<file path="src/jbpr_pkg.sv">
// Shared types and constants of the playout release block.
package jbpr_pkg;

   localparam int unsigned MsPerSec = 1000;

   typedef enum logic [1:0] {
      REQ_PUSH_VIDEO = 2'd0,
      REQ_PUSH_AUDIO = 2'd1,
      REQ_TICK       = 2'd2,
      REQ_UNUSED     = 2'd3
   } req_code_type;

   typedef enum logic [1:0] {
      ST_RELEASED = 2'd0,
      ST_ACCEPTED = 2'd1,
      ST_DROPPED  = 2'd2,
      ST_NONE     = 2'd3
   } status_type;

   typedef enum logic [1:0] {
      REG_AUTO_MODE = 2'd0,
      REG_CACHE_SEC = 2'd1,
      REG_MIN_SEC   = 2'd2,
      REG_NONE      = 2'd3
   } reg_index_type;

   typedef enum logic [2:0] {
      BK_IDLE,
      BK_READ,
      BK_CACHE,
      BK_DRAIN_V,
      BK_DRAIN_A
   } back_state_type;

   // request word as queued between front and back
   typedef struct packed {
      logic [1:0]  req_type;
      logic [7:0]  pkt_kind;
      logic [15:0] pkt_handle;
      logic [15:0] pkt_length;
      logic [31:0] decode_stamp;
      logic [31:0] present_stamp;
      logic [31:0] now_ms;
   } req_word_type;

   typedef struct packed {
      logic [1:0]  status;
      logic        out_stream;
      logic [7:0]  out_kind;
      logic [15:0] out_handle;
      logic [15:0] out_length;
      logic [31:0] out_present_stamp;
      logic        playing;
      logic        last;
   } rsp_word_type;

endpackage

</file>
<file path="src/jbpr_front.sv">
// Front end: two-entry request queue between the input port and the back end.
module jbpr_front (
   input  logic                  clock,
   input  logic                  reset,
   input  logic                  in_valid,
   output logic                  in_ready,
   input  jbpr_pkg::req_word_type in_word,
   output logic                  q_valid,
   input  logic                  q_pop,
   output jbpr_pkg::req_word_type q_word
);
   jbpr_pkg::req_word_type slot_ff [2];
   logic       wr_ptr_ff, wr_ptr_in, rd_ptr_ff, rd_ptr_in;
   logic [1:0] cnt_ff, cnt_in;
   logic       push;

   assign in_ready = (cnt_ff != 2'd2);
   assign push     = in_valid && in_ready;
   assign q_valid  = (cnt_ff != 2'd0);
   assign q_word   = slot_ff[rd_ptr_ff];

   always_comb begin
      wr_ptr_in = wr_ptr_ff ^ push;
      rd_ptr_in = rd_ptr_ff ^ q_pop;
      cnt_in    = cnt_ff + {1'b0, push} - {1'b0, q_pop};
   end

   always_ff @(posedge clock) begin
      if (reset) begin
         wr_ptr_ff <= 1'b0;
         rd_ptr_ff <= 1'b0;
         cnt_ff    <= 2'd0;
      end else begin
         wr_ptr_ff <= wr_ptr_in;
         rd_ptr_ff <= rd_ptr_in;
         cnt_ff    <= cnt_in;
      end
      if (push) begin
         slot_ff[wr_ptr_ff] <= in_word;
      end
   end
endmodule

</file>
<file path="config.mk">
export PLATFORM = sky130hd
export DESIGN_NAME = jbpr_front
export DESIGN_NICKNAME = d
export VERILOG_FILES = /design/src/jbpr_pkg.sv /design/src/jbpr_front.sv
export SDC_FILE = /design/constraint.sdc
export NUM_CORES = 1
export LEC_CHECK = 0
export BUFFER_PORTS_ARGS = -buffer_cell sky130_fd_sc_hd__buf_4
export CAP_MARGIN = 20
export CORE_MARGIN = 1.5
export CORE_UTILIZATION = 40
export CTS_BUF_LIST = sky130_fd_sc_hd__clkbuf_4 sky130_fd_sc_hd__clkbuf_8
export DETAILED_ROUTE_END_ITERATION = 10
export HOLD_SLACK_MARGIN = 0.02
export PLACE_DENSITY = 0.63
export SKIP_CTS_REPAIR_TIMING = 1
export SYNTH_ARGS = -nofsm -noshare
export SYNTH_HDL_FRONTEND = slang
export SYNTH_SLANG_ARGS = --single-unit
</file>
<file path="constraint.sdc">
create_clock -name clock -period 9.1 [get_ports clock]
set_input_delay 1.365 -clock clock [delete_from_list [all_inputs] [get_ports clock]]
set_output_delay 1.365 -clock clock [all_outputs]
set_load 0.05 [all_outputs]
</file>
==> impl_metrics.ini <==
[run_status]
outcome = completed

[placed_design]
dp.cells = 1052
gp_congestion = 0.749
port_buffers = 281
placed_area_mm2 = 0.0126
place_hpwl_um = 13000

[logic_synthesis]
syn_inst = 452
netlist_area_mm2 = 0.0102
yosysWarnings = 0
synthesis.nets = 596
synth_cell_type_count = 17
syn_avg_cell_area_um2 = 22.5
ys_ff_latch = 280
yosysSeqAreaShare = 0.824

[clocking]
clock_path_buffers = 3
htreeDepth = 2
clk-insertion-delay-late_ns = 0.54
cts-root-buf = clkbuf_8
cts.sinks = 280
cts_tree = built
cts_made_buffers = 45
clkTransAtPathRegs_ns = 0.06

[global_routing]
grt_use_total = 0.146
grt_max_degree = 86
antenna_found_initial = 0
grt_pass1_vias = 5507
grt_pass1_wl_um = 29600
grt-ovfl-total = 0

[worst_setup_path]
critPathCaptureType = output pin
cp.arrival_ns = 3.04
worst-path-max-fanout = 74
worstSetupPathType = reg -> out
worstSetupStartpointType = flop
critPathRequiredTime_ns = 7.74

[final_layout]
nets = 914
final_cells = 1134
fin_area_mm2 = 0.0135
area_growth_pct = 33.2
antenna_cells = 0
final_layout_size_suffix_gt1_frac = 0.624

[floorplanning]
row_count = 58
die_h_um = 162
ioPinCount = 282
fp.dieW_um = 162
die_area_mm2 = 0.0264
core_mm2 = 0.0250
initial_core_util = 0.406

[route]
drtIter0Drc = 258
first_pass_iters = 6
avgRoutedWirePerCell_um = 17.7
viasPerCell = 4.64
dr_total_vias = 5264
drtAntennaViolNets = 0
wl_um = 20100
drc = 0

[timing]
fin_crit_sh = 0.484
setup_viol = 0
setup_tns_ns = 0
tightest_slew_ns = 1.02
rsz0062_at_grt = false
clock_skew_ns = 0.0127
finalCriticalPeriod_ns = 4.40
maxSlewHeadroom = 0.319
finalHoldViolations = 0
fmaxAchievable_ghz = 0.227
final_max_slew_viol_count = 0

[power_and_ir_drop]
p_leak_uw = 0.00504
p_total_uw = 3380
ir_drop_mv = 0.153
power_density_mw_per_mm2 = 250

[run]
cap_violations = 0

[min_path]
min_path_type = reg -> reg
[state kept, by name (all words and copies together) (netlist names)]
register / cells
rd_ptr_ff: 1
slot_ff: 276
wr_ptr_ff: 1
cnt_ff: 2
[cell usage in the layout, fill, tap and decap left out]
cell type,instances
clkbuf_4,17
dfxtp_4,1
nor2_1,3
bufinv_16,1
clkbuf_8,47
a21bo_2,1
ha_1,1
clkinv_2,5
a21oi_1,1
xnor2_1,2
ha_4,1
or2_2,1
clkinv_1,9
clkinv_4,1
buf_16,1
edfxtp_1,276
dfxtp_1,3
nand2_1,1
inv_1,2
mux2_2,139
nor2b_1,2
clkinvlp_4,1
nand2b_1,1
nor3b_1,1
nor2_4,1
buf_4,285
[area by class of cell]
| type | instances | area, µm² |
|---|---|---|
| fill | 2031 | 11500 |
| sequential | 280 | 8370 |
| timing repair buffer | 286 | 2170 |
| multi-input combinational | 155 | 1690 |
| clock buffer | 64 | 774 |
| tap | 330 | 413 |
| clock inverter | 17 | 105 |
| inverter | 2 | 7.51 |
[power by group]
group / internal, µW / leakage, µW / switching (µW)
combinational: 247 / 0.00196 / 494
sequential: 1560 / 0.00261 / 36.6
clock: 577 / 0.000468 / 459
total: 2390 / 0.00504 / 989
[Yosys cell counts]
cell type | number | area (µm²)
dfxtp_1 | 4 | 80.1
nand2b_1 | 1 | 6.26
buf_4 | 12 | 90.1
nor3b_1 | 1 | 7.51
inv_1 | 2 | 7.51
xnor2_1 | 2 | 17.5
buf_6 | 1 | 11.3
nand2_1 | 1 | 3.75
or2_2 | 1 | 6.26
a21oi_1 | 1 | 5.00
nor2b_1 | 2 | 12.5
edfxtp_1 | 276 | 8290
mux2_2 | 139 | 1570
ha_1 | 2 | 25.0
buf_2 | 2 | 10.0
a21bo_2 | 1 | 10.0
nor2_1 | 4 | 15.0
[cells by family (layout without fill, tap and decap cells)]
| logic type | after synthesis | after routing | synth area share |
|---|---|---|---|
| XOR/XNOR | 2 | 2 | 0.00172 |
| AO/OA/AOI/OAI | 2 | 2 | 0.00148 |
| adder cells (fa/ha/maj) | 2 | 2 | 0.00246 |
| buffers and inverters | 17 | 369 | 0.0117 |
| multiplexers | 139 | 139 | 0.154 |
| AND/OR/NAND/NOR | 10 | 10 | 0.00505 |
| flip-flops | 280 | 280 | 0.824 |
[worst paths after layout]
kind	startpoint	endpoint	depth (start not counted)	slack, ns
hold / removal	cnt_ff[0]$_SDFF_PP0_	cnt_ff[0]$_SDFF_PP0_	2	0.65
setup reg to reg	cnt_ff[0]$_SDFF_PP0_	slot_ff[0][115]$_DFFE_PP_	6	6.46
setup / recovery	rd_ptr_ff$_SDFF_PP0_	q_word[54]	3	4.70
hold reg to reg	cnt_ff[0]$_SDFF_PP0_	cnt_ff[0]$_SDFF_PP0_	2	0.65
[stage by stage]
stage          setup WS [ns]  utilization  hold slack [ns]
5_1_grt                 4.48        0.541            0.676
2_1_floorplan           1.25            -            0.534
4_1_cts                 4.61        0.539            0.650
3_3_place_gp            5.27        0.504            0.605
3_5_place_dp            5.16        0.504            0.642
6_report                4.70        0.541            0.648
[routing by layer]
layer / global-route usage / part of all wire / wire length, µm / up-vias
met2: 0.242 / 0.50 / 9950 / 212
li1: - / - / - / 2435
met3: 0.0537 / 0.085 / 1700 / 38
met1: 0.175 / 0.40 / 8000 / 2579
met4: 0.0509 / 0.021 / 420 / 0
met5: 0 / 0 / 0 / -
[critical path, cell delays in order, from the launching register on]
cell and delay, ns:
dfxtp_4 0.93, buf_4 0.86, mux2_2 0.44, buf_4 0.19
Note: power is estimated with default switching activity, not from simulation.
